==> src/sv/wtrs_pkg.sv <==
// Package for the wavelet tree rank/select block: field widths, operation codes
// and the command/status structs between the controller and the datapath.
// No dependencies.
package wtrs_pkg;

  localparam int MAX_ITEMS_DEF   = 1024;
  localparam int MAX_SYMBOLS_DEF = 16;

  localparam int FUNC_W  = 3;
  localparam int SYM_W   = 4;
  localparam int POS_W   = 11;
  localparam int ANS_W   = 11;
  localparam int ALPHA_W = 5;

  // Operation codes
  localparam logic [FUNC_W-1:0] FN_APPEND = 3'd0;
  localparam logic [FUNC_W-1:0] FN_REMOVE = 3'd1;
  localparam logic [FUNC_W-1:0] FN_KTH    = 3'd2;
  localparam logic [FUNC_W-1:0] FN_RANK   = 3'd3;
  localparam logic [FUNC_W-1:0] FN_COUNT  = 3'd4;

  // Controller to datapath
  typedef struct packed {
    logic load;     // latch request fields
    logic init;     // start a tree walk at the root
    logic issue_a;  // read first prefix count of the level
    logic issue_b;  // read second prefix count of the level
    logic step;     // descend one level
    logic leaf;     // leaf action for range count
    logic restart;  // second walk of range count
    logic retire;   // load the result register
  } wtrs_cmd_t;

  // Datapath to controller
  typedef struct packed {
    logic bad;       // request refused
    logic trivial;   // answer zero without a walk
    logic leaf_now;  // walk has reached a leaf
    logic two_pass;  // range count still owes its second walk
    logic slot_free; // result register can take a result
  } wtrs_stat_t;

endpackage

==> src/sv/wtrs_ctrl.sv <==
// Controller of the wavelet tree block: sequences checks, level reads and
// descents, the second range count walk and result hand-off.
// Depends on wtrs_pkg.
module wtrs_ctrl (
  input  logic                 clk,
  input  logic                 rst,
  input  logic                 in_valid,
  output logic                 in_ready,
  input  wtrs_pkg::wtrs_stat_t stat,
  output wtrs_pkg::wtrs_cmd_t  cmd
);
  import wtrs_pkg::*;

  typedef enum logic [6:0] {
    S_IDLE  = 7'b0000001,
    S_CHECK = 7'b0000010,
    S_LVL   = 7'b0000100,
    S_RDB   = 7'b0001000,
    S_STEP  = 7'b0010000,
    S_LEAF  = 7'b0100000,
    S_DONE  = 7'b1000000
  } state_t;

  state_t state, state_next;

  always_ff @(posedge clk) begin
    if (rst) begin
      state <= S_IDLE;
    end else begin
      state <= state_next;
    end
  end

  // Next state and commands
  always_comb begin
    state_next = state;
    cmd        = '0;
    in_ready   = 1'b0;
    case (state)
      S_IDLE: begin
        in_ready = 1'b1;
        if (in_valid) begin
          cmd.load   = 1'b1;
          state_next = S_CHECK;
        end
      end
      S_CHECK: begin
        if (stat.bad || stat.trivial) begin
          state_next = S_DONE;
        end else begin
          cmd.init   = 1'b1;
          state_next = S_LVL;
        end
      end
      S_LVL: begin
        if (stat.leaf_now) begin
          state_next = S_LEAF;
        end else begin
          cmd.issue_a = 1'b1;
          state_next  = S_RDB;
        end
      end
      S_RDB: begin
        cmd.issue_b = 1'b1;
        state_next  = S_STEP;
      end
      S_STEP: begin
        cmd.step   = 1'b1;
        state_next = S_LVL;
      end
      S_LEAF: begin
        cmd.leaf = 1'b1;
        if (stat.two_pass) begin
          cmd.restart = 1'b1;
          state_next  = S_LVL;
        end else begin
          state_next = S_DONE;
        end
      end
      S_DONE: begin
        if (stat.slot_free) begin
          cmd.retire = 1'b1;
          state_next = S_IDLE;
        end
      end
      default: state_next = S_IDLE;
    endcase
  end

endmodule

==> config.mk <==
export PLATFORM = sky130hd
export DESIGN_NAME = wtrs_ctrl
export DESIGN_NICKNAME = d
export VERILOG_FILES = /design/src/sv/wtrs_pkg.sv /design/src/sv/wtrs_ctrl.sv
export SDC_FILE = /design/constraint.sdc
export NUM_CORES = 1
export LEC_CHECK = 0
export ABC_CLOCK_PERIOD_IN_PS = 2450
export BUFFER_PORTS_ARGS = -buffer_cell sky130_fd_sc_hd__clkbuf_2
export CAP_MARGIN = 10
export CORE_AREA = 2 2 39 41
export CTS_CLUSTER_DIAMETER = 50
export DETAILED_ROUTE_END_ITERATION = 10
export DIE_AREA = 0 0 41 43
export GPL_TIMING_DRIVEN = 0
export PLACE_DENSITY = 0.63
export SETUP_SLACK_MARGIN = 0.15
export SLEW_MARGIN = 20
export SYNTH_ARGS = -nofsm -noshare
export SYNTH_HDL_FRONTEND = slang
export SYNTH_SLANG_ARGS = --single-unit
==> constraint.sdc <==
create_clock -name clk -period 2.45 [get_ports clk]
set_clock_uncertainty 0.1 [all_clocks]
set_input_delay 0.1225 -clock clk [delete_from_list [all_inputs] [get_ports clk]]
set_output_delay 0.1225 -clock clk [all_outputs]
set_load 0.01 [all_outputs]
Word-level counts from Yosys, hierarchy flattened
Index checks and enable logic that the tools add are counted.
- bits in registers: 7
- output and inout port bits: 9
- logic and storage cells: 31
- equality and inequality tests: 9
- muxes and demuxes: 19
- reductions and logical operators: 2
- operator list (cell ; number):
    $pmux 7 s7 ; 1
    $mux 7 ; 4
    $mux 1 ; 12
    $eq 7x1->1 const B ; 1
    $eq 7x2->1 const B ; 1
    $eq 7x3->1 const B ; 1
    $eq 7x4->1 const B ; 1
    $eq 7x5->1 const B ; 1
    $eq 7x6->1 const B ; 1
    $eq 7x7->1 const B ; 1
    $mux 6 ; 1
    $ne 2x2->1 const B ; 2
    $mux 2 ; 1
    $reduce_and 2->1 ; 1
    $logic_or 1x1->1 ; 1

Depth between registers and ports, before layout
- depth in word-level cells: 3
- gate-level depth with buffers: 5
- mapped depth without buffers: 4

Least setup slack after synthesis
Ideal clock, no wire load.
- kind: flip-flop to flip-flop
- start: register state[4]
- end: register state[2]
- setup time: 59 ps
- data arrival time: 1479 ps
- data required time: 2291 ps
- slack: 813 ps
- cell stages (with the launch flop): 5
- buffers on the path: 0
- clock period less this slack: 1637 ps
- cells stage by stage: dfxtp_1 > or3_4 > or3_4 > nor3_2 > o21ba_1
- longest elaborated chain between the ends: 3
- elaborated cells on any way between the ends: 11
- classes of those cells: 9 x eq/ne; 1 x mux; 1 x reduce/logical
- ends and longest elaborated chain (item ; RTL line ; RTL):
    start, declared ; wtrs_ctrl.sv:24 ; state_t state, state_next;
    start signal, assigned ; wtrs_ctrl.sv:30 ; state <= state_next;
    $eq 7x7->1 / $eq 7x1->1 (equally long branches) ; wtrs_ctrl.sv:39 ; case (state)
    $ne 2x2->1 (no source line) ; n/a ;
    $reduce_and 2->1 (no source line) ; n/a ;
Several ways; a longest one is shown, not always the timed one.
A chain may end at the register's enable or synchronous reset.

==> reports/metrics.yaml <==
floorplan:
  rows: 14
  boundaryPins: 17
  initial_core_util_pct: 33.4
  core-area_um2: 1380
  dieArea_um2: 1760
  chipHeight_um: 43
  die_w_um: 41
cts:
  cts_tree: "done"
  cts-root-buf: "clkbuf_4"
  cts_made_buffers: 3
  cts_setup_buffers: 0
  cts_resized: 0
  htree_levels: 1
  cts_buffer_depth: 2
  clk_latency_ns: 0.26
  clock-sinks: 7
  holdBufCountCts: 1
  cts.clk_slew.worst_paths_ns: 0.06
power:
  leakage_nw: 0.264
  p_per_area_nw_per_um2: 474
  power_w: 0.000283
  peakVddDrop_uv: 203
setup_path:
  crit_fanout: 7
  r2r_setup_slack_ns: 0.73
  start_kind: "flop"
  path_class: "flop to primary output"
  worstPathRequired_ns: 2.23
  reg2regPathDepth: 4
  r2r_start: "state[4]"
  cp-end-kind: "primary output"
  rr_endpoint: "state[6]"
  worstPathArrival_ns: 1.74
yosys:
  syn_inst: 55
  ys_types: 33
  syn_area_um2: 462
  ys_seq_area_share_pct: 30.4
  synth_nets: 63
  ys_top_cells_by_area: "dfxtp_1, nor3_1, or3_4"
  ys_async_sr_fraction_pct: 0
  synth_ff_type: "dfxtp_1"
  synth_area_leader_cell: "dfxtp_1"
  avgSynthCellArea_um2: 8.39
  synth_edf_count: 0
  synth.top_cell.area_share_pct: 30.4
  yosysWarnings: 0
  ys_ff_latch: 7
worst_hold_path:
  hold_path_depth: 2
  hold_path_startpoint: "rst"
  hold_end: "state[1]"
  hold_path.class: "primary input to flop"
grt:
  overflow: 0
  antenna_found_initial: 0
  grt_max_degree: 9
  grt_first_pass_wirelength_um: 1630
  grt_pass1_vias: 397
  track_usage_pct: 14.0
layout:
  final_util_pct: 43.2
  layout.nets: 85
  diodes: 0
  fillers: 150
  area_growth_pct: 29.5
  regArea_um2: 140
  multi_input_area_um2: 310
  max_flop_register: "state"
  fin_cells: 92
  drive_gt1_share_pct: 32.9
  largest_reg_flops: 7
  reg_top3: "state x7"
sta:
  post-route-period-util_pct: 80.1
  slew_headroom_pct: 66.8
  rsz0062_at_grt: "no"
  fin_setup_tns_ns: 0
  fmax_ghz: 0.509
  maxSlewViolCount: 0
  finalHoldViolations: 0
  finalSetupViolations: 0
  fin_crit_ns: 1.96
  tightest_slew_ns: 0.493
drt:
  vias: 474
  drc_errors: 0
  wl_um: 1030
  viasPerCell: 5.15
  wl_per_cell_um: 11.2
  drt_pass1_iterations: 3
  drt_iter0_drc: 10
  ant_nets: 0
placed_design:
  port_buffers: 16
  post-place-cells: 87
  gp_congestion: 0.822
  dp_hpwl_um: 807
flow_run:
  cap_violations: 0
run_status:
  status: "finished, final reports clean"
[critical path: stages, from the launching register on]
cell and delay, ns:
dfxtp_1 0.36, or3_4 0.42, or3_4 0.40, nor3_2 0.15, clkbuf_2 0.16
[how the worst max path moves through the flow]
stage / from / end / slack [ns] / depth (start not counted)
3_5_place_dp: state[4] / cmd[6] / 0.76 / 4
5_1_grt: state[4] / cmd[5] / 0.33 / 6
3_3_place_gp: state[4] / cmd[6] / 0.74 / 4
6_report: state[4] / cmd[6] / 0.49 / 4
4_1_cts: state[4] / cmd[6] / 0.47 / 4
2_1_floorplan: state[4] / state[2] / 0.81 / 4
[cells in the final DEF, fill, tap and decap left out, types with 2 or more instances in the layout]
master    synthesis  final
nor3b_1           2      2
o21ai_0           2      2
clkbuf_2          0     16
nor4_1            2      2
dfxtp_1           7      7
nor2_1            4      4
nand2_1           2      2
nand2b_1          3      3
and2_1            2      2
nor3_1            6      6
clkbuf_4          0      3
or3_4             2      2
[per-layer routing]
metal,up-vias,wire (um),global-route usage (%)
met1,207,503,18.3
met3,0,72,7.85
met2,13,452,18.4
li1,254,-,-
met5,-,0,0
met4,0,0,6.00
[synthesized netlist by cell type, types with 2 or more instances]
cell type	number
nor2_1	4
o21ai_0	2
or3_4	2
and2_1	2
nand2b_1	3
nor3b_1	2
nor3_1	6
dfxtp_1	7
nand2_1	2
nor4_1	2
[kinds of logic after synthesis]
family	after synthesis	synth area share [%]
AO/OA/AOI/OAI	9	14.1
XOR/XNOR	1	1.90
buffers and inverters	2	2.44
AND/OR/NAND/NOR	36	51.2
flip-flops	7	30.4
[through the flow]
step	worst slack, ns	hold slack, ns	area (um2)
2_1_floorplan	0.813	0.0919	462
3_3_place_gp	0.737	0.217	562
3_5_place_dp	0.756	0.230	562
4_1_cts	0.471	0.00915	598
5_1_grt	0.332	0.0261	598
6_report	0.487	0.00851	598
[cell type report]
type	instances	share of cell area (%)
Multi-Input combinational cell	46	51.9
Sequential cell	7	23.4
Timing Repair Buffer	17	15.1
Clock buffer	4	4.39
Tap cell	16	3.35
Buffer	1	1.26
Inverter	1	0.628
[power by group]
| group | leakage [nW] | internal (W) | total, W | switching (W) |
|---|---|---|---|---|
| combinational | 0.192 | 0.0000250 | 0.0000507 | 0.0000257 |
| sequential | 0.0569 | 0.000118 | 0.000122 | 0.00000442 |
| clock | 0.0150 | 0.0000625 | 0.000110 | 0.0000479 |
| total | 0.264 | 0.000205 | 0.000283 | 0.0000780 |
(Power assumes the default switching activity.)
